<file path="src/hw/rtl/rtp_pkg.sv">
// ----------------------------------------------------------------------------
// rtp_pkg
// Shared types, constants and elaboration-time helpers for the rectangular to
// polar converter.
// ----------------------------------------------------------------------------
package rtp_pkg;

  // Fraction bits added to the coordinates on entry
  localparam int GUARD_BITS = 16;
  // Angle accumulator width: Q30 radians, headroom for about +-8 rad
  localparam int ZW         = 34;
  // Inverse gain width (value below 2^30 for any supported iteration count)
  localparam int KW         = 31;
  // Result field width
  localparam int OUT_W      = 16;
  // Magnitude scaling: Q16 coordinate times Q30 gain
  localparam int MAG_SHIFT  = 46;
  // Phase scaling: Q30 down to Q13
  localparam int PH_SHIFT   = 17;

  localparam int unsigned MAG_MAX  = 65535;
  localparam int          PHASE_PI = 25736;

  localparam logic signed [ZW-1:0] HALF_PI_Q30 = 34'sd1686629713;

  // atan(2^-i) in radians, Q30, rounded to nearest
  localparam logic [29:0] ATAN_TAB [0:31] = '{
    30'd843314857, 30'd497837829, 30'd263043837, 30'd133525159,
    30'd67021687,  30'd33543516,  30'd16775851,  30'd8388437,
    30'd4194283,   30'd2097149,   30'd1048576,   30'd524288,
    30'd262144,    30'd131072,    30'd65536,     30'd32768,
    30'd16384,     30'd8192,      30'd4096,      30'd2048,
    30'd1024,      30'd512,       30'd256,       30'd128,
    30'd64,        30'd32,        30'd16,        30'd8,
    30'd4,         30'd2,         30'd1,         30'd0
  };

  // Control tag that travels alongside each item in the pipeline
  typedef struct packed {
    logic valid;
    logic origin;
  } rtp_tag_t;

  // Square root (Q30) of the CORDIC gain squared, prod(1 + 2^-2i) in Q60.
  // Used only at elaboration.
  function automatic logic [63:0] gain_sqrt(input int n);
    logic [63:0] p;
    logic [63:0] v;
    logic [63:0] r;
    logic [63:0] b;
    p = 64'd1 << 60;
    for (int i = 0; i < 32; i++) begin
      if (i < n) begin
        p = p + (p >> (2 * i));
      end
    end
    // Bitwise integer square root, two bits of radicand a step
    v = p;
    r = '0;
    b = 64'd1 << 62;
    for (int j = 0; j < 32; j++) begin
      if (v >= r + b) begin
        v = v - (r + b);
        r = (r >> 1) + b;
      end else begin
        r = r >> 1;
      end
      b = b >> 2;
    end
    return r;
  endfunction

endpackage

</file>
<file path="src/hw/rtl/rtp_cordic_stage.sv">
// ----------------------------------------------------------------------------
// rtp_cordic_stage
// One registered vectoring micro-rotation: drives y toward zero and
// accumulates the matching arctangent.
// ----------------------------------------------------------------------------
module rtp_cordic_stage import rtp_pkg::*; #(
  parameter int XW  = 34,
  parameter int IDX = 0
) (
  input  logic                 clk,
  input  logic                 rst,
  input  rtp_tag_t             tag_in,
  output logic                 ready_up,
  input  logic signed [XW-1:0] x_in,
  input  logic signed [XW-1:0] y_in,
  input  logic signed [ZW-1:0] z_in,
  input  logic                 ready_dn,
  output rtp_tag_t             tag,
  output logic signed [XW-1:0] x,
  output logic signed [XW-1:0] y,
  output logic signed [ZW-1:0] z
);

  localparam logic signed [ZW-1:0] ANGLE = ZW'(ATAN_TAB[IDX]);

  logic                 valid;
  logic                 origin;
  logic signed [XW-1:0] dx;
  logic signed [XW-1:0] dy;
  logic signed [XW-1:0] x_next;
  logic signed [XW-1:0] y_next;
  logic signed [ZW-1:0] z_next;

  assign ready_up = !valid || ready_dn;
  assign tag      = '{valid: valid, origin: origin};

  // Floor shifts, then rotate toward the x axis
  assign dx = y_in >>> IDX;
  assign dy = x_in >>> IDX;

  always_comb begin
    if (y_in < 0) begin
      x_next = x_in - dx;
      y_next = y_in + dy;
      z_next = z_in - ANGLE;
    end else begin
      x_next = x_in + dx;
      y_next = y_in - dy;
      z_next = z_in + ANGLE;
    end
  end

  always_ff @(posedge clk) begin
    if (rst) begin
      valid <= 1'b0;
    end else if (ready_up) begin
      valid <= tag_in.valid;
    end
  end

  always_ff @(posedge clk) begin
    if (ready_up && tag_in.valid) begin
      x      <= x_next;
      y      <= y_next;
      z      <= z_next;
      origin <= tag_in.origin;
    end
  end

endmodule

</file>
<file path="config.mk">
export PLATFORM = sky130hd
export DESIGN_NAME = rtp_cordic_stage
export DESIGN_NICKNAME = d
export VERILOG_FILES = /design/src/hw/rtl/rtp_pkg.sv /design/src/hw/rtl/rtp_cordic_stage.sv
export SDC_FILE = /design/constraint.sdc
export NUM_CORES = 1
export LEC_CHECK = 0
export BUFFER_PORTS_ARGS = -buffer_cell sky130_fd_sc_hd__buf_2
export CAP_MARGIN = 10
export CORE_MARGIN = 1
export CORE_UTILIZATION = 40
export CTS_CLUSTER_SIZE = 28
export DETAILED_ROUTE_END_ITERATION = 10
export PLACE_DENSITY_LB_ADDON = 0.1
export SYNTH_ARGS = -nofsm -noshare
export SYNTH_HDL_FRONTEND = slang
export SYNTH_SLANG_ARGS = --single-unit
</file>
<file path="constraint.sdc">
create_clock -name clk -period 8.4 [get_ports clk]
set_clock_uncertainty 0.2 [all_clocks]
set_input_delay 0.42 -clock clk [delete_from_list [all_inputs] [get_ports clk]]
set_output_delay 0.42 -clock clk [all_outputs]
set_load 0.01 [all_outputs]
</file>
==> results.json <==
{
  "grt_pass1_wl_um": 47100,
  "ctsHoldBuffers": 0,
  "grt_max_degree": 79,
  "max_cap_viol_count": 0,
  "relSlewSlack_pct": 33.7,
  "final_nets": 1635,
  "ys_seq_elements": 103,
  "die_h_um": 165,
  "drt-initial-drc-count": 909,
  "critPathMaxFanout": 51,
  "whs_ps": 16.0,
  "fmax_ghz": 0.247,
  "crit_required_ps": 8390,
  "seqPwrFrac_pct": 37.0,
  "yosys.area.top_type": "edfxtp_1",
  "synth-main-ff-cell": "edfxtp_1",
  "yosysWarnings": 0,
  "status": "complete, no violations",
  "holdCritPathClass": "in2reg",
  "drt-vias-per-instance": 5.58,
  "ys_seq_area_share_pct": 29.1,
  "start_util_pct": 40.7,
  "irDropWorstVdd_v": 0.0000921,
  "highest_layer": "met4",
  "setup_viol": 0,
  "drtAntennaViolNets": 0,
  "clkPwrFrac_pct": 22.4,
  "synth_common_cells": "a21oi_1, ha_1, inv_1",
  "clkSlewWorstSetupHoldPaths_ps": 70,
  "syn2layout_area_growth_pct": 14.8,
  "synth.top_cell.area_share_pct": 29.0,
  "ctsResizeCount": 0,
  "drv_slew": 0,
  "h-tree-depth": 3,
  "grt_pass1_vias": 8997,
  "fillCellCount": 2658,
  "root_buffer": "clkbuf_16",
  "worst-setup-path-type": "in2reg",
  "start_kind": "input pin",
  "io_pins": 212,
  "dp_hpwl_um": 24500,
  "rrSetupSlack_ps": 6160,
  "p_sw_w": 0.000680,
  "cp.arrival_ps": 4040,
  "seq_area_mm2": 0.00308,
  "power.density_mw_per_mm2": 152,
  "sw_frac_of_total_pct": 36.8,
  "multi_input_area_mm2": 0.00684,
  "hold_viol": 0,
  "n_antenna_cell": 0,
  "async_flop_share_pct": 0,
  "tightestPinTransition_ps": 994,
  "first_pass_iters": 5,
  "power_leakage_nw": 5.54,
  "yosys-top-cells-area": "edfxtp_1, ha_1, a21oi_1, xnor2_1, inv_1",
  "drc_errors": 0,
  "critPathCaptureType": "flop",
  "min_period_ps": 4060,
  "rows": 59,
  "intPower_w": 0.00117,
  "drive_gt1_share_pct": 18.2,
  "fin_setup_tns_ps": 0,
  "gr-usage-all-layers_pct": 22.2,
  "synth_edf_count": 102,
  "synthCells": 1215,
  "comb_power_share_pct": 40.7,
  "post_cts_buffers": 0,
  "grt_overflow": 0,
  "syn-num-nets": 1457,
  "die_area_mm2": 0.0271,
  "cts_tree": "built",
  "clockBufferDepth": 2,
  "syn-cell-area_mm2": 0.0106,
  "syn_avg_cell_area_um2": 8.71,
  "insertion_delay_ps": 350,
  "wl_met1_um": 14400,
  "rsz0062_at_grt": "no",
  "period_share_pct": 48.3,
  "die_w_um": 165,
  "wire_per_inst_um": 17.5,
  "core_mm2": 0.0260,
  "routabilityCongestion": 0.921,
  "met3_length_um": 1770,
  "port_buffers": 211,
  "numClockSinks": 103,
  "numCtsBuffers": 9,
  "synth_cell_types": 76,
  "vias": 9673,
  "wirelength_um": 30400,
  "antenna_found_initial": 0,
  "wl_met2_um": 13600
}
==> placed cells by master (no fill, tap or decap), drive strengths merged, types with 21 or more instances in the layout <==
cell and count:
nand3 21, a21oi 131, nor2 95, edfxtp 102
ha 131, nand2 58, nor3 29, inv 117
buf 215, a21o 45, xnor2 74, o21ai 70
o21bai 22, a211oi 22
==> power by group through the flow <==
stage                     logic (W)  clock network (W)  registers [W]
after global routing       0.000826           0.000441       0.000690
after CTS                  0.000748           0.000428       0.000684
final                      0.000751           0.000413       0.000683
after floorplan            0.000466                  0       0.000734
after global placement     0.000741                  0       0.000695
after detailed placement   0.000745                  0       0.000696
==> worst max-delay path: stages <==
cell	delay, ps
buf_4	450
inv_2	140
buf_4	340
ha_1	440
nand2_1	60
o21ai_0	300
a21o_1	190
o22ai_1	120
a31oi_1	400
a21oi_1	160
a31oi_1	460
mux2_2	400
o2111ai_1	110
==> layout make-up <==
cell class,instances,share of cell area (%)
clock buffers,9,1.85
clock inverters,7,0.515
inverters,115,3.55
multi-input cells,949,56.3
flip-flops and latches,103,25.4
well taps,335,3.45
repair buffers,215,8.96
==> metal layers <==
layer,global-route usage (%),vias to the layer above
li1,-,4772
met5,0,-
met3,2.71,39
met2,35.8,332
met1,31.1,4530
met4,6.21,0
==> sequential cells by signal, summed over array words and instances (netlist names) <==
signal / count
origin: 1
x: 33
z: 34
y: 34
valid: 1
==> per-stage QoR <==
stage / area [um^2] / power (W) / util (%) / std cells / setup slack (ps)
4_1_cts: 12100 / 0.00186 / 46.7 / 1733 / 4350
5_1_grt: 12100 / 0.00196 / 46.7 / 1733 / 4100
6_report: 12100 / 0.00185 / 46.7 / 1733 / 4340
3_3_place_gp: 11900 / 0.00144 / 45.6 / 1717 / 4020
2_1_floorplan: 10600 / 0.00120 / - / 1215 / 4680
3_5_place_dp: 11900 / 0.00144 / 45.6 / 1717 / 3970
==> final timing paths <==
kind / start / endpoint / cells past startpoint
worst max-delay path: y_in[33] / z[27]$_DFFE_PP_ / 13
worst max register to register: valid$_SDFFE_PP0N_ / z[29]$_DFFE_PP_ / 3
worst min register to register: valid$_SDFFE_PP0N_ / valid$_SDFFE_PP0N_ / 2
worst min-delay path: rst / valid$_SDFFE_PP0N_ / 2
==> cell families (layout without fill, tap and decap cells) <==
logic type | Yosys count | in the layout | synth area share [%]
xor gates and xnor gates | 91 | 91 | 7.53
DFF | 103 | 103 | 29.1
and+or+nand+nor | 290 | 290 | 13.2
muxes | 21 | 21 | 2.01
buffers and inverters | 163 | 346 | 6.24
AOI/OAI and AO/OA | 412 | 412 | 25.6
adders and majority gates | 135 | 135 | 16.3
No activity file was read; power rests on OpenSTA's default activity.
