File: src/hw/rtl/rtp_pkg.sv
// ----------------------------------------------------------------------------
// rtp_pkg
// Shared types, constants and elaboration-time helpers for the rectangular to
// polar converter.
// ----------------------------------------------------------------------------
package rtp_pkg;

  // Fraction bits added to the coordinates on entry
  localparam int GUARD_BITS = 16;
  // Angle accumulator width: Q30 radians, headroom for about +-8 rad
  localparam int ZW         = 34;
  // Inverse gain width (value below 2^30 for any supported iteration count)
  localparam int KW         = 31;
  // Result field width
  localparam int OUT_W      = 16;
  // Magnitude scaling: Q16 coordinate times Q30 gain
  localparam int MAG_SHIFT  = 46;
  // Phase scaling: Q30 down to Q13
  localparam int PH_SHIFT   = 17;

  localparam int unsigned MAG_MAX  = 65535;
  localparam int          PHASE_PI = 25736;

  localparam logic signed [ZW-1:0] HALF_PI_Q30 = 34'sd1686629713;

  // atan(2^-i) in radians, Q30, rounded to nearest
  localparam logic [29:0] ATAN_TAB [0:31] = '{
    30'd843314857, 30'd497837829, 30'd263043837, 30'd133525159,
    30'd67021687,  30'd33543516,  30'd16775851,  30'd8388437,
    30'd4194283,   30'd2097149,   30'd1048576,   30'd524288,
    30'd262144,    30'd131072,    30'd65536,     30'd32768,
    30'd16384,     30'd8192,      30'd4096,      30'd2048,
    30'd1024,      30'd512,       30'd256,       30'd128,
    30'd64,        30'd32,        30'd16,        30'd8,
    30'd4,         30'd2,         30'd1,         30'd0
  };

  // Control tag that travels alongside each item in the pipeline
  typedef struct packed {
    logic valid;
    logic origin;
  } rtp_tag_t;

  // Square root (Q30) of the CORDIC gain squared, prod(1 + 2^-2i) in Q60.
  // Used only at elaboration.
  function automatic logic [63:0] gain_sqrt(input int n);
    logic [63:0] p;
    logic [63:0] v;
    logic [63:0] r;
    logic [63:0] b;
    p = 64'd1 << 60;
    for (int i = 0; i < 32; i++) begin
      if (i < n) begin
        p = p + (p >> (2 * i));
      end
    end
    // Bitwise integer square root, two bits of radicand a step
    v = p;
    r = '0;
    b = 64'd1 << 62;
    for (int j = 0; j < 32; j++) begin
      if (v >= r + b) begin
        v = v - (r + b);
        r = (r >> 1) + b;
      end else begin
        r = r >> 1;
      end
      b = b >> 2;
    end
    return r;
  endfunction

endpackage

File: src/hw/rtl/rtp_in_if.sv
// ----------------------------------------------------------------------------
// rtp_in_if
// Valid/ready channel carrying one Cartesian point per item.
// ----------------------------------------------------------------------------
interface rtp_in_if #(
  parameter int DATA_WIDTH = 16
) ();
  logic                         valid;
  logic                         ready;
  logic signed [DATA_WIDTH-1:0] x_coord;
  logic signed [DATA_WIDTH-1:0] y_coord;

  modport source (output valid, output x_coord, output y_coord, input ready);
  modport sink   (input valid, input x_coord, input y_coord, output ready);
endinterface

File: src/hw/rtl/rtp_prerot.sv
// ----------------------------------------------------------------------------
// rtp_prerot
// Entry stage: widens the coordinates, rotates left-half points by +-pi/2
// into the right half plane and flags the origin.
// ----------------------------------------------------------------------------
module rtp_prerot import rtp_pkg::*; #(
  parameter int DATA_WIDTH = 16,
  parameter int XW         = DATA_WIDTH + GUARD_BITS + 2
) (
  input  logic                 clk,
  input  logic                 rst,
  rtp_in_if.sink               in_ch,
  input  logic                 ready_dn,
  output rtp_tag_t             tag,
  output logic signed [XW-1:0] x,
  output logic signed [XW-1:0] y,
  output logic signed [ZW-1:0] z
);

  logic                 valid;
  logic                 origin;
  logic signed [XW-1:0] x_ext;
  logic signed [XW-1:0] y_ext;
  logic signed [XW-1:0] x_next;
  logic signed [XW-1:0] y_next;
  logic signed [ZW-1:0] z_next;

  assign in_ch.ready = !valid || ready_dn;
  assign tag         = '{valid: valid, origin: origin};

  // Sign-extend and append the guard fraction bits
  assign x_ext = {{(XW-DATA_WIDTH-GUARD_BITS){in_ch.x_coord[DATA_WIDTH-1]}},
                  in_ch.x_coord, {GUARD_BITS{1'b0}}};
  assign y_ext = {{(XW-DATA_WIDTH-GUARD_BITS){in_ch.y_coord[DATA_WIDTH-1]}},
                  in_ch.y_coord, {GUARD_BITS{1'b0}}};

  // Quadrant pre-rotation; the negative x axis goes to +pi/2
  always_comb begin
    x_next = x_ext;
    y_next = y_ext;
    z_next = '0;
    if (x_ext < 0) begin
      if (y_ext >= 0) begin
        x_next = y_ext;
        y_next = -x_ext;
        z_next = HALF_PI_Q30;
      end else begin
        x_next = -y_ext;
        y_next = x_ext;
        z_next = -HALF_PI_Q30;
      end
    end
  end

  always_ff @(posedge clk) begin
    if (rst) begin
      valid <= 1'b0;
    end else if (in_ch.ready) begin
      valid <= in_ch.valid;
    end
  end

  always_ff @(posedge clk) begin
    if (in_ch.ready && in_ch.valid) begin
      x      <= x_next;
      y      <= y_next;
      z      <= z_next;
      origin <= (x_ext == '0) && (y_ext == '0);
    end
  end

endmodule

File: src/flat_wrapper.sv
// flat-port wrapper written by rule: the top's interface ports become plain ports
module rtp_prerot_flat import rtp_pkg::*;
#(
  parameter int DATA_WIDTH = 16,
  parameter int XW         = DATA_WIDTH + GUARD_BITS + 2
)
  (clk, rst, ready_dn, tag, x, y, z, in_ch_valid, in_ch_x_coord, in_ch_y_coord, in_ch_ready);
  rtp_in_if #(.DATA_WIDTH(DATA_WIDTH)) in_ch_i ();
  input  logic clk;
  input  logic rst;
  input  logic ready_dn;
  output rtp_tag_t tag;
  output logic signed [XW-1:0] x;
  output logic signed [XW-1:0] y;
  output logic signed [ZW-1:0] z;
  input wire logic [$bits(in_ch_i.valid)-1:0] in_ch_valid;
  input wire logic [$bits(in_ch_i.x_coord)-1:0] in_ch_x_coord;
  input wire logic [$bits(in_ch_i.y_coord)-1:0] in_ch_y_coord;
  output wire logic [$bits(in_ch_i.ready)-1:0] in_ch_ready;
  assign in_ch_i.valid = in_ch_valid;
  assign in_ch_i.x_coord = in_ch_x_coord;
  assign in_ch_i.y_coord = in_ch_y_coord;
  assign in_ch_ready = in_ch_i.ready;
  rtp_prerot #(.DATA_WIDTH(DATA_WIDTH), .XW(XW)) u_core (.clk(clk), .rst(rst), .in_ch(in_ch_i), .ready_dn(ready_dn), .tag(tag), .x(x), .y(y), .z(z));
endmodule
File: config.mk
export PLATFORM = sky130hd
export DESIGN_NAME = rtp_prerot_flat
export DESIGN_NICKNAME = d
export VERILOG_FILES = /design/src/hw/rtl/rtp_pkg.sv /design/src/hw/rtl/rtp_in_if.sv /design/src/hw/rtl/rtp_prerot.sv /design/src/flat_wrapper.sv
export SDC_FILE = /design/constraint.sdc
export NUM_CORES = 1
export LEC_CHECK = 0
export BUFFER_PORTS_ARGS = -buffer_cell sky130_fd_sc_hd__buf_4
export CORE_ASPECT_RATIO = 0.8
export CORE_MARGIN = 2
export CORE_UTILIZATION = 40
export CTS_CLUSTER_DIAMETER = 200
export DETAILED_ROUTE_END_ITERATION = 8
export MAX_ROUTING_LAYER = met4
export PLACE_DENSITY_LB_ADDON = 0.05
export SKIP_CTS_REPAIR_TIMING = 1
export SLEW_MARGIN = 10
export SYNTH_ARGS = -nofsm -noshare
export SYNTH_HDL_FRONTEND = slang
export SYNTH_SLANG_ARGS = --single-unit
File: constraint.sdc
create_clock -name clk -period 2.4 [get_ports clk]
set_input_delay 0.24 -clock clk [delete_from_list [all_inputs] [get_ports clk]]
set_output_delay 0.24 -clock clk [all_outputs]
set_load 0.01 [all_outputs]
==> results.json <==
{
  "die_y_um": 79.10,
  "grt_pass1_vias": 1864,
  "crit_path_end_kind": "flop",
  "clk_pin_slew_ns": 0.08,
  "cp_max_fo": 7,
  "syn_inst": 286,
  "wl_per_cell_um": 13.80,
  "io_buffers": 108,
  "cts_buffers": 5,
  "die_x_um": 97.88,
  "viasPerCell": 4.712,
  "max_slew_margin_pct": 36.52,
  "pre_cts_ws_ns": 0.3387,
  "grt_pass1_wl_mm": 9.508,
  "hold_class": "in -> reg",
  "antenna_found_initial": 0,
  "clk_latency_ns": 0.30,
  "setup_ws_ns": 0.6413,
  "final_antenna_net_count": 0,
  "cts_tree": "built",
  "fillers": 654,
  "nNetsFinal": 396,
  "cp_cell_sequence": "buf_4 > inv_1 > ha_1 > or3b_2 > o41ai_2 > xor2_1 > a21oi_1",
  "p_int_mw": 1.289,
  "ir_drop_uv": 208.3,
  "async_flop_share_pct": 0,
  "grt_usage_pct": 16.15,
  "syn_area_sq_um": 2820,
  "rsz0062_at_grt": "no",
  "cp.arrival_ns": 1.77,
  "clkPwrFrac_pct": 26.4,
  "clock_sinks": 41,
  "p_leak_nw": 1.515,
  "yosys_warnings": 0,
  "p_sw_mw": 0.4962,
  "final_cell_mix": "buf_4, edfxtp_1, nor2_1, conb_1, a21oi_1",
  "synth_edf_count": 40,
  "h-tree-depth": 2,
  "synth_seq_cells": 41,
  "power_density_nw_per_um2": 521.9,
  "crit_path_start_kind": "input port",
  "maxSlewViolCount": 0,
  "area_delta_synth_final_pct": 21.25,
  "setup_violations": 0,
  "dp_hpwl_mm": 4.403,
  "regArea_sq_um": 1221,
  "start_util_pct": 41.12,
  "cts-root-buf": "clkbuf_8",
  "n_antenna_cell": 0,
  "min_period_ns": 1.759,
  "final_layout_size_suffix_gt1_share_pct": 35.20,
  "netSwitchingFraction_pct": 27.80,
  "drt_first_pass_iters": 4,
  "grt_overflow": 0,
  "hold_viol": 0,
  "worstMarginPinSlew_ns": 0.9521,
  "num_vias": 2097,
  "p_total_mw": 1.785,
  "ys_seq_area_share_pct": 43.30,
  "status": "finished, final reports clean",
  "pin_count": 141,
  "final_common_cell": "buf_4",
  "max-clock-path-buffers": 2,
  "synth_area_per_cell_sq_um": 9.861,
  "drv_cap": 0,
  "post-route-period-util_pct": 73.28,
  "slowest_stage": "or3b_2",
  "synth_ff_type": "edfxtp_1",
  "first_iter_violations": 101,
  "yosysUniqueCellTypes": 44,
  "grt_max_degree": 64,
  "fin_tns_setup_ns": 0,
  "wirelength_mm": 6.141,
  "core_area_sq_um": 6858,
  "multiInputGateArea_sq_um": 1140,
  "required_ns": 2.41,
  "pwr-share-seq_pct": 49.0,
  "fmax_ghz": 0.5686,
  "skew_ns": 0.009569,
  "die_area_sq_um": 7742,
  "max_stage_delay_ns": 0.58,
  "pwr-share-comb_pct": 24.6,
  "globalplace.congestion": 0.8165,
  "worstSetupPathType": "in -> reg",
  "rows": 27,
  "drcViolationCount": 0
}
## worst max-delay path, delay by kind of cell
| kind | cells | cell delay (ns) |
|---|---|---|
| simple gates | 1 | 0.58 |
| compound gates | 2 | 0.42 |
| xor+xnor | 1 | 0.17 |
| fa+ha+maj | 1 | 0.16 |
| buf+inv | 2 | 0.18 |
## power by group through the flow
| stage | Sequential, mW | Combinational [mW] | Clock, mW |
|---|---|---|---|
| after floorplan | 0.914 | 0.275 | 0 |
| after global placement | 0.891 | 0.438 | 0 |
| after detailed placement | 0.891 | 0.442 | 0 |
| after CTS | 0.876 | 0.443 | 0.488 |
| after global routing | 0.883 | 0.483 | 0.515 |
| final | 0.875 | 0.439 | 0.471 |
## final timing paths
| kind | end | from | slack, ns | cells after the start |
|---|---|---|---|---|
| worst max-delay path | u_core.x[30] | in_ch_y_coord[0] | 0.64 | 7 |
| worst min-delay path | u_core.valid | rst | 0.08 | 2 |
| worst max register to register | u_core.y[33] | u_core.valid | 0.78 | 2 |
| worst min register to register | u_core.valid | u_core.valid | 0.54 | 2 |
## cells by family (layout without fill, tap and decap cells)
| logic type | count (synthesis) | in the layout | share of synthesized area [%] |
|---|---|---|---|
| AOI/OAI and AO/OA | 53 | 53 | 13.18 |
| xor gates and xnor gates | 24 | 24 | 7.453 |
| adders and majority gates | 3 | 3 | 1.331 |
| buffers and inverters | 88 | 127 | 20.72 |
| DFF | 41 | 41 | 43.30 |
| muxes | 3 | 3 | 1.065 |
| other | 1 | 34 | 0.1330 |
| and+or+nand+nor | 73 | 73 | 12.82 |
## cell usage after synthesis (3+ instances only)
library cell	count	area share, %
and2_1	5	1.1
inv_1	9	1.2
a41oi_1	3	0.93
nor2_1	38	5.1
o31ai_1	3	0.80
o41ai_2	3	1.7
a21oi_1	31	5.5
edfxtp_1	40	43
mux2i_1	3	1.1
xnor2_1	12	3.7
clkbuf_1	8	1.1
buf_1	3	0.40
o21ai_0	4	0.71
nand2_1	5	0.67
xor2_1	12	3.7
nor3_1	5	0.89
ha_1	3	1.3
buf_4	65	17
## registers in the layout, summed over array words and instances (netlist names)
register,cells
u_core.x,18
u_core.valid,1
u_core.origin,1
u_core.y,18
u_core.z,3
## stage by stage
| step | std cells | instance area, sq um | util (%) | hold slack (ns) |
|---|---|---|---|---|
| floorplan | 319 | 2944 | - | 0.3091 |
| global placement | 437 | 3329 | 48.55 | 0.3948 |
| detailed placement | 437 | 3329 | 48.55 | 0.3954 |
| CTS | 445 | 3420 | 49.86 | 0.07160 |
| global route | 445 | 3420 | 49.86 | 0.06347 |
| finish | 445 | 3420 | 49.86 | 0.08047 |
## cell type report
| type | count | area share (%) |
|---|---|---|
| Clock buffer | 8 | 2.634 |
| Multi-Input combinational cell | 190 | 33.33 |
| Timing Repair Buffer | 110 | 24.15 |
| Sequential cell | 41 | 35.71 |
| Inverter | 9 | 0.9879 |
| Tap cell | 87 | 3.183 |
## routing by layer
layer  vias to the layer above  GRT usage [%]  routed length, um
met5                         -              -                  0
met4                         0          5.694                 74
met3                         8          3.345                425
met2                        86          23.29               2748
met1                       967          22.67               2893
li1                       1036              -                  -
No activity file was read; power rests on OpenSTA's default activity.
