$ cat src/hw/rtl/rtp_pkg.sv
// ----------------------------------------------------------------------------
// rtp_pkg
// Shared types, constants and elaboration-time helpers for the rectangular to
// polar converter.
// ----------------------------------------------------------------------------
package rtp_pkg;

  // Fraction bits added to the coordinates on entry
  localparam int GUARD_BITS = 16;
  // Angle accumulator width: Q30 radians, headroom for about +-8 rad
  localparam int ZW         = 34;
  // Inverse gain width (value below 2^30 for any supported iteration count)
  localparam int KW         = 31;
  // Result field width
  localparam int OUT_W      = 16;
  // Magnitude scaling: Q16 coordinate times Q30 gain
  localparam int MAG_SHIFT  = 46;
  // Phase scaling: Q30 down to Q13
  localparam int PH_SHIFT   = 17;

  localparam int unsigned MAG_MAX  = 65535;
  localparam int          PHASE_PI = 25736;

  localparam logic signed [ZW-1:0] HALF_PI_Q30 = 34'sd1686629713;

  // atan(2^-i) in radians, Q30, rounded to nearest
  localparam logic [29:0] ATAN_TAB [0:31] = '{
    30'd843314857, 30'd497837829, 30'd263043837, 30'd133525159,
    30'd67021687,  30'd33543516,  30'd16775851,  30'd8388437,
    30'd4194283,   30'd2097149,   30'd1048576,   30'd524288,
    30'd262144,    30'd131072,    30'd65536,     30'd32768,
    30'd16384,     30'd8192,      30'd4096,      30'd2048,
    30'd1024,      30'd512,       30'd256,       30'd128,
    30'd64,        30'd32,        30'd16,        30'd8,
    30'd4,         30'd2,         30'd1,         30'd0
  };

  // Control tag that travels alongside each item in the pipeline
  typedef struct packed {
    logic valid;
    logic origin;
  } rtp_tag_t;

  // Square root (Q30) of the CORDIC gain squared, prod(1 + 2^-2i) in Q60.
  // Used only at elaboration.
  function automatic logic [63:0] gain_sqrt(input int n);
    logic [63:0] p;
    logic [63:0] v;
    logic [63:0] r;
    logic [63:0] b;
    p = 64'd1 << 60;
    for (int i = 0; i < 32; i++) begin
      if (i < n) begin
        p = p + (p >> (2 * i));
      end
    end
    // Bitwise integer square root, two bits of radicand a step
    v = p;
    r = '0;
    b = 64'd1 << 62;
    for (int j = 0; j < 32; j++) begin
      if (v >= r + b) begin
        v = v - (r + b);
        r = (r >> 1) + b;
      end else begin
        r = r >> 1;
      end
      b = b >> 2;
    end
    return r;
  endfunction

endpackage

$ cat src/hw/rtl/rtp_out_if.sv
// ----------------------------------------------------------------------------
// rtp_out_if
// Valid/ready channel carrying one polar result (magnitude, phase) per item.
// ----------------------------------------------------------------------------
interface rtp_out_if import rtp_pkg::*; ();
  logic                    valid;
  logic                    ready;
  logic        [OUT_W-1:0] magnitude;
  logic signed [OUT_W-1:0] phase;

  modport source (output valid, output magnitude, output phase, input ready);
  modport sink   (input valid, input magnitude, input phase, output ready);
endinterface

$ cat src/hw/rtl/rtp_scale.sv
// ----------------------------------------------------------------------------
// rtp_scale
// Two-stage back end: gain correction of the final x as two partial
// products, rounding and saturation of the magnitude, rounding and clamping
// of the phase. Drives the output channel.
// ----------------------------------------------------------------------------
module rtp_scale import rtp_pkg::*; #(
  parameter int             XW       = 34,
  parameter logic [KW-1:0]  INV_GAIN = '0
) (
  input  logic                 clk,
  input  logic                 rst,
  input  rtp_tag_t             tag_in,
  output logic                 ready_up,
  input  logic signed [XW-1:0] x_in,
  input  logic signed [ZW-1:0] z_in,
  rtp_out_if.source            out_ch
);

  localparam int XFW  = XW - 1;
  localparam int LO_W = XW / 2;
  localparam int HI_W = XFW - LO_W;
  localparam int SW   = (XFW + KW + 1 > MAG_SHIFT + OUT_W + 1) ?
                        (XFW + KW + 1) : (MAG_SHIFT + OUT_W + 1);
  localparam int MW   = SW - MAG_SHIFT;

  localparam logic signed [ZW-1:0] PI_Z      = ZW'(PHASE_PI);
  localparam logic signed [ZW-1:0] PH_ROUND  = ZW'(1) <<< (PH_SHIFT - 1);
  localparam logic        [SW-1:0] MAG_ROUND = SW'(1) << (MAG_SHIFT - 1);

  // Stage A registers (a_ready is combinational)
  logic                     a_valid;
  logic                     a_ready;
  logic [LO_W+KW-1:0]       p_lo;
  logic [HI_W+KW-1:0]       p_hi;
  logic signed [OUT_W-1:0]  a_phase;

  logic                     b_ready;
  logic [XFW-1:0]           xf;
  logic signed [ZW-1:0]     z_rnd;
  logic signed [ZW-1:0]     z_q13;
  logic signed [OUT_W-1:0]  phase_next;
  logic [SW-1:0]            sum;
  logic [MW-1:0]            mag_full;
  logic [OUT_W-1:0]         mag_next;

  assign b_ready  = !out_ch.valid || out_ch.ready;
  assign a_ready  = !a_valid || b_ready;
  assign ready_up = a_ready;

  // Stage A: negative x clamps to zero; phase to Q13 with clamp at +-pi
  assign xf    = (x_in > 0) ? x_in[XFW-1:0] : '0;
  assign z_rnd = z_in + PH_ROUND;
  assign z_q13 = z_rnd >>> PH_SHIFT;

  always_comb begin
    if (tag_in.origin) begin
      phase_next = '0;
    end else if (z_q13 > PI_Z) begin
      phase_next = OUT_W'(PHASE_PI);
    end else if (z_q13 < -PI_Z) begin
      phase_next = -OUT_W'(PHASE_PI);
    end else begin
      phase_next = z_q13[OUT_W-1:0];
    end
  end

  always_ff @(posedge clk) begin
    if (rst) begin
      a_valid <= 1'b0;
    end else if (a_ready) begin
      a_valid <= tag_in.valid;
    end
  end

  always_ff @(posedge clk) begin
    if (a_ready && tag_in.valid) begin
      p_lo    <= (LO_W+KW)'(xf[LO_W-1:0]) * (LO_W+KW)'(INV_GAIN);
      p_hi    <= (HI_W+KW)'(xf[XFW-1:LO_W]) * (HI_W+KW)'(INV_GAIN);
      a_phase <= phase_next;
    end
  end

  // Stage B: recombine partial products, round and saturate
  assign sum      = (SW'(p_hi) << LO_W) + SW'(p_lo) + MAG_ROUND;
  assign mag_full = sum[SW-1:MAG_SHIFT];
  assign mag_next = (mag_full > MW'(MAG_MAX)) ? OUT_W'(MAG_MAX) : mag_full[OUT_W-1:0];

  always_ff @(posedge clk) begin
    if (rst) begin
      out_ch.valid <= 1'b0;
    end else if (b_ready) begin
      out_ch.valid <= a_valid;
    end
  end

  always_ff @(posedge clk) begin
    if (b_ready && a_valid) begin
      out_ch.magnitude <= mag_next;
      out_ch.phase     <= a_phase;
    end
  end

endmodule
$ cat src/flat_wrapper.sv
// flat-port wrapper written by rule: the top's interface ports become plain ports
module rtp_scale_flat import rtp_pkg::*;
#(
  parameter int             XW       = 34,
  parameter logic [KW-1:0]  INV_GAIN = '0
)
  (clk, rst, tag_in, ready_up, x_in, z_in, out_ch_valid, out_ch_magnitude, out_ch_phase, out_ch_ready);
  rtp_out_if out_ch_i ();
  input  logic clk;
  input  logic rst;
  input  rtp_tag_t tag_in;
  output logic ready_up;
  input  logic signed [XW-1:0] x_in;
  input  logic signed [ZW-1:0] z_in;
  output wire logic [$bits(out_ch_i.valid)-1:0] out_ch_valid;
  output wire logic [$bits(out_ch_i.magnitude)-1:0] out_ch_magnitude;
  output wire logic [$bits(out_ch_i.phase)-1:0] out_ch_phase;
  input wire logic [$bits(out_ch_i.ready)-1:0] out_ch_ready;
  assign out_ch_valid = out_ch_i.valid;
  assign out_ch_magnitude = out_ch_i.magnitude;
  assign out_ch_phase = out_ch_i.phase;
  assign out_ch_i.ready = out_ch_ready;
  rtp_scale #(.XW(XW), .INV_GAIN(INV_GAIN)) u_core (.clk(clk), .rst(rst), .tag_in(tag_in), .ready_up(ready_up), .x_in(x_in), .z_in(z_in), .out_ch(out_ch_i));
endmodule
$ cat config.mk
export PLATFORM = sky130hd
export DESIGN_NAME = rtp_scale_flat
export DESIGN_NICKNAME = d
export VERILOG_FILES = /design/src/hw/rtl/rtp_pkg.sv /design/src/hw/rtl/rtp_out_if.sv /design/src/hw/rtl/rtp_scale.sv /design/src/flat_wrapper.sv
export SDC_FILE = /design/constraint.sdc
export NUM_CORES = 1
export LEC_CHECK = 0
export BUFFER_PORTS_ARGS = -buffer_cell sky130_fd_sc_hd__buf_2
export CAP_MARGIN = 20
export CELL_PAD_IN_SITES_DETAIL_PLACEMENT = 0
export CELL_PAD_IN_SITES_GLOBAL_PLACEMENT = 1
export CORE_ASPECT_RATIO = 1.75
export CORE_MARGIN = 5
export CORE_UTILIZATION = 34
export DETAILED_ROUTE_END_ITERATION = 16
export GPL_ROUTABILITY_DRIVEN = 0
export GPL_TIMING_DRIVEN = 0
export PLACE_DENSITY = 0.91
export SYNTH_ARGS = -nofsm -noshare
export SYNTH_HDL_FRONTEND = slang
export SYNTH_SLANG_ARGS = --single-unit
$ cat constraint.sdc
create_clock -name clk -period 3.3 [get_ports clk]
set_input_delay 0.165 -clock clk [delete_from_list [all_inputs] [get_ports clk]]
set_output_delay 0.165 -clock clk [all_outputs]
set_load 0.01 [all_outputs]
==> results of run 1 <==
-- state kept, by name, indices dropped and copies added, names as in the netlist --
register             cells
u_core.out_ch.phase     16
u_core.a_phase          16
u_core.a_valid           1
u_core.out_ch.valid      1
-- power by group through the flow --
| stage | Combinational [W] | Clock [W] | Sequential [W] |
|---|---|---|---|
| 2_1_floorplan | 0.000108 | 0 | 0.000524 |
| 3_3_place_gp | 0.000156 | 0 | 0.000518 |
| 3_5_place_dp | 0.000160 | 0 | 0.000519 |
| 4_1_cts | 0.000161 | 0.000286 | 0.000510 |
| 5_1_grt | 0.000177 | 0.000306 | 0.000512 |
| 6_report | 0.000161 | 0.000279 | 0.000509 |
-- cell usage after synthesis, drive strengths merged, types with 2 or more instances --
master and count:
nor2b 2, clkbuf 2, o211a 2, o2bb2ai 2, nand3 9, nand4 7
a211oi 10, and3 4, xor2 8, inv 3, buf 24, nor4 8
and2 3, nor2 11, nor3 5, dfxtp 2, a21oi 8, nand2 12
xnor2 12, edfxtp 32, o21ai 4
-- stage by stage --
step	cells	utilization	area, um2	total power, W
after floorplan	205	-	2150	0.000632
after global placement	316	0.407	2410	0.000674
after detailed placement	317	0.408	2420	0.000679
after CTS	325	0.422	2500	0.000956
after global routing	325	0.422	2500	0.000995
final	325	0.422	2500	0.000949
-- cell type report --
type	instances	area (um2)
fillers	607	3420
flip-flops and latches	34	1000
multi-input cells	142	940
plain buffers	26	195
repair buffers	34	173
well taps	78	97.6
clock buffers	5	68.8
clock inverters	3	16.3
inverters	3	11.3
-- logic make-up (layout without fill, tap and decap cells) --
logic type / Yosys count / in the layout / share of synthesized area
AOI/OAI and AO/OA: 36 / 36 / 0.135
xor gates and xnor gates: 20 / 20 / 0.0838
adders and majority gates: 1 / 1 / 0.00598
buffers and inverters: 29 / 71 / 0.0987
DFF: 34 / 34 / 0.479
other: 1 / 16 / 0.00179
and+or+nand+nor: 69 / 69 / 0.196
-- worst reg2reg max path, stage by stage (launching register included) --
cell     delay [ns]
dfxtp_1        0.31
nor2b_1        0.15
nand2_1        0.08
and2_1         0.56
-- routing by layer --
| layer | vias up | global-route usage | wire (um) |
|---|---|---|---|
| li1 | 793 | - | - |
| met1 | 702 | 0.0923 | 1340 |
| met2 | 62 | 0.205 | 2230 |
| met3 | 13 | 0.0317 | 261 |
| met4 | 0 | 0.0691 | 183 |
| met5 | - | 0 | 0 |
-- worst min-delay path by stage --
stage          start             endpoint  cells after the start
3_5_place_dp     rst       u_core.a_valid                      2
2_1_floorplan    rst       u_core.a_valid                      1
6_report         rst       u_core.a_valid                      2
4_1_cts          rst       u_core.a_valid                      2
3_3_place_gp     rst  u_core.out_ch.valid                      2
5_1_grt          rst  u_core.out_ch.valid                      2
==> impl_metrics.yaml, run 1 <==
clocking:
  postCtsSetupBuffers: 0
  numCtsBuffers: 5
  insertion_delay_ns: 0.28
  path_clk_slew_ns: 0.07
  clock_path_buffers: 2
  h-tree-depth: 2
  cts_tree: "yes"
  ctsHoldBuffers: 0
  clock_sinks: 34
  cts_resized: 0
  cts_root_buf: "clkbuf_8"
power:
  power_density_nw_per_um2: 379
  clockPowerShare: 0.294
  p_leak_nw: 0.958
  pwr-share-seq: 0.536
  ir_worst_vdd_v: 0.000136
  p_sw_w: 0.000236
  pwr-share-comb: 0.169
  p_int_w: 0.000714
  sw_frac_of_total: 0.248
critical_path:
  cp-end-kind: "register"
  path_max_fanout: 10
  worstPathArrival_ns: 2.50
  cpMaxStageDelayCell: "a211oi_4"
  cpLargestDelayFamily: "compound AO/OA/AOI/OAI gates"
  timing.reg2reg.setup_slack_ns: 1.83
  required_ns: 3.31
  reg2reg_to: "u_core.a_phase[7]"
  crit_chain: "buf_2 -> ha_1 -> nand2_2 -> nor4_1 -> xor2_1 -> o311ai_1 -> o21bai_4 -> a211oi_4 -> a211oi_1"
  r2r-start: "u_core.out_ch.valid"
  max_stage_delay_ns: 0.46
  cp-startpoint: "z_in[16]"
  start_kind: "input pin"
  critPathKind: "in2reg"
  path_depth: 9
  r2r_cells: 3
  setup.worst_path.end: "u_core.a_phase[9]"
  critPathBufInv: 1
yosys:
  async_reset_ff_frac: 0
  synth_cell_types: 50
  yosysWarnings: 0
  ys_ff_latch: 34
  synth_area_um2: 2090
  synth_top_cell_by_area: "edfxtp_1"
  synth-main-ff-cell: "edfxtp_1"
  yosysSeqAreaShare: 0.479
  syn_avg_cell_area_um2: 11.0
  synth_edf_count: 32
  synth.top_cell.area_share: 0.460
  synth_area_leaders: "edfxtp_1 (46%), buf_4 (6.5%), xnor2_1 (5.0%), xor2_1 (3.4%), a211oi_1 (2.9%)"
  syn_inst: 190
sta:
  drv_slew: 0
  holdWs_ns: 0.0555
  tightest_slew_ns: 0.669
  min_period_over_period: 0.753
  finalSetupTns_ns: 0
  rsz0062_at_grt: "false"
  hold_violations: 0
  setup_slack_ns: 0.817
  slew-limit-headroom: 0.554
  skew_ns: 0.00779
  timing.final.crit_period_ns: 2.48
  setup_viol_count_final: 0
  fmax_mhz: 403
die:
  die_area_um2: 7880
  io-pin-count: 107
  core_area_um2: 5930
  initial_core_util: 0.353
  dieWidth_um: 69.3
  num_rows: 37
  die_y_um: 114
layout:
  final_common_cell: "buf_2"
  antenna_cells: 0
  nets: 320
  syn_to_final_growth_pct: 19.7
  drive_above_1_share: 0.316
  mostFrequentLayoutCells: "buf_2 (36), edfxtp_1 (32), buf_4 (19)"
routing:
  drtAntennaViolNets: 0
  firstDrtPassIters: 5
  vias_per_cell: 4.83
  vias: 1570
  wl_per_cell_um: 12.4
  first_iter_violations: 34
  drt-total-wl_um: 4020
  drc: 0
global_route:
  grt_max_degree: 17
  grt_pass1_wl_um: 6790
  grt-ovfl-total: 0
  antenna_found_initial: 0
  grt_pass1_vias: 1566
  grt_use_total: 0.106
flow_run:
  drv_cap: 0
place:
  place_ws_ns: 0.515
  portBuffers: 33
  dpl.hpwl_um: 3380
hold_path:
  hp-class: "in2reg"
status:
  run_status: "finished, final reports clean"
Power figures use the tool's default switching activity.
==> run 2, diff against run 1 <==
Settings changed: CORE_UTILIZATION 34 to 30, PLACE_DENSITY 0.91 to 0.86.
Clock period 3.3 ns to 2 ns, I/O delays scaled along.
==> run 2 against run 1 <==
  * The flow now finishes with violations (setup timing)
  * Via count increased by 9.2%
  * Hold slack improved by 0.018 ns
  * Global-route usage increased by 0.32 points
  * Setup slack got worse by 0.87 ns
  * Sequential share of layout area decreased by 7.9 points
  * Combinational power increased by 140%
==> impl_metrics.yaml, run 2 (synthesized netlist as in run 1, its figures left out) <==
global_route:
  grt_pass1_wl_um: 7450
  grt_use_total: 0.110
  grt_max_degree: 17
  grt_pass1_vias: 1589
  grt-ovfl-total: 0
  antenna_found_initial: 0
layout:
  syn_to_final_growth_pct: 49.0
  mostFrequentLayoutCells: "buf_4 (38), edfxtp_1 (32), buf_2 (27)"
  nets: 340
  drive_above_1_share: 0.479
  reg.largest.list: "u_core.a_phase x16, u_core.out_ch.phase x16"
  antenna_cells: 0
  final_common_cell: "buf_4"
critical_path:
  critPathKind: "in2reg"
  crit_chain: "buf_12 -> nand4_4 -> buf_4 -> nor2_1 -> nand3_1 -> xnor2_1 -> nor4_4 -> a211oi_4 -> buf_6 -> a211oi_2"
  required_ns: 2.00
  cpMaxStageDelayCell: "xnor2_1"
  cp-end-kind: "register"
  worstPathArrival_ns: 2.05
  path_max_fanout: 7
  critPathBufInv: 3
  cpLargestDelayFamily: "simple AND/OR/NAND/NOR gates"
  r2r-start: "u_core.out_ch.valid"
  cp-startpoint: "z_in[20]"
  path_depth: 10
  max_stage_delay_ns: 0.50
  start_kind: "input pin"
  r2r_cells: 3
place:
  dpl.hpwl_um: 3570
  place_ws_ns: -0.605
  portBuffers: 33
status:
  violations: "setup timing"
  run_status: "complete, but fails checks"
sta:
  skew_ns: 0.00287
  timing.final.crit_period_ns: 2.05
  setup_slack_ns: -0.0540
  setup_viol_count_final: 10
  tightest_slew_ns: 0.703
  hold_violations: 0
  rsz0062_at_grt: "true"
  slew-limit-headroom: 0.531
  min_period_over_period: 1.03
  drv_slew: 0
  fmax_mhz: 487
flow_run:
  drv_cap: 0
hold_path:
  min_from: "tag_in[1]"
  hp-class: "in2reg"
  hold_depth: 3
die:
  num_rows: 40
  core_area_um2: 6860
  dieWidth_um: 73.1
  initial_core_util: 0.305
  die_y_um: 120
  die_area_um2: 8800
  io-pin-count: 107
clocking:
  numCtsBuffers: 5
  cts_root_buf: "clkbuf_16"
  clock_path_buffers: 2
  clock_sinks: 34
  path_clk_slew_ns: 0.05
  cts_tree: "yes"
  insertion_delay_ns: 0.27
  h-tree-depth: 2
routing:
  vias: 1714
  drc: 0
  first_iter_violations: 63
  drtAntennaViolNets: 0
  drt-total-wl_um: 5180
  wl_per_cell_um: 14.7
  vias_per_cell: 4.88
  firstDrtPassIters: 4
power:
  p_leak_nw: 1.20
  ir_worst_vdd_v: 0.000326
  power_density_nw_per_um2: 619
  power_w: 0.00193
==> run 2: cell count changes in the layout (fill, tap and decap cells not counted), sizes merged <==
cell	previous run	this run
buf	58	77
clkinvlp	1	0
clkbuf	7	8
dlygate4sd3	0	1
==> run 2: per-stage QoR <==
step / TNS [ns] / util / hold WS, ns / cell area [um2] / instances
floorplan: -1.33 / - / 0.172 / 2200 / 205
global placement: -6.57 / 0.361 / 0.275 / 2470 / 322
detailed placement: -7.22 / 0.362 / 0.286 / 2480 / 323
CTS: 0 / 0.416 / 0.0742 / 2850 / 341
global route: -1.25 / 0.454 / 0.0820 / 3110 / 351
finish: -0.332 / 0.454 / 0.0738 / 3110 / 351
==> run 2: worst paths after layout <==
kind | slack [ns] | endpoint
worst max register to register | 0.50 | u_core.a_phase[10]
worst max-delay path | -0.05 | u_core.a_phase[5]
worst min register to register | 0.41 | u_core.out_ch.phase[6]
worst min-delay path | 0.07 | u_core.a_valid
==> run 2: worst register-to-register path: stages (launching register included) <==
cell     delay (ns)
dfxtp_1        0.30
nor2b_1        0.16
nand2_1        0.08
and2_1         0.58
==> run 2: cell type report <==
type	instances	area [um2]
timing repair buffer	56	385
clock buffer	6	129
inverter	3	11.3
buffer	24	233
sequential	34	1000
multi-input combinational	142	1240
fill	639	3740
clock inverter	2	8.76
tap	84	105
==> run 2: power breakdown <==
group / internal (W) / switching (W) / total [W]
Combinational: 0.000173 / 0.000207 / 0.000380
Sequential: 0.000833 / 0.00000940 / 0.000842
Clock: 0.000454 / 0.000253 / 0.000707
==> run 2: metal layers <==
metal,up-vias,wire [um],track usage
met1,799,1630,0.0956
met4,0,249,0.0727
met2,67,2940,0.216
met3,15,357,0.0150
met5,-,0,0
li1,833,-,-
==> run 2: what timing repair did <==
action | 4_1_cts | 5_1_grt
buffers inserted | 11 | 10
resized for setup | 27 | 39
pin swaps | 16 | 18
hold endpoints to repair | 2 | 0
endpoints found under the setup margin | 13 | 13
hold buffers | 1 | 0
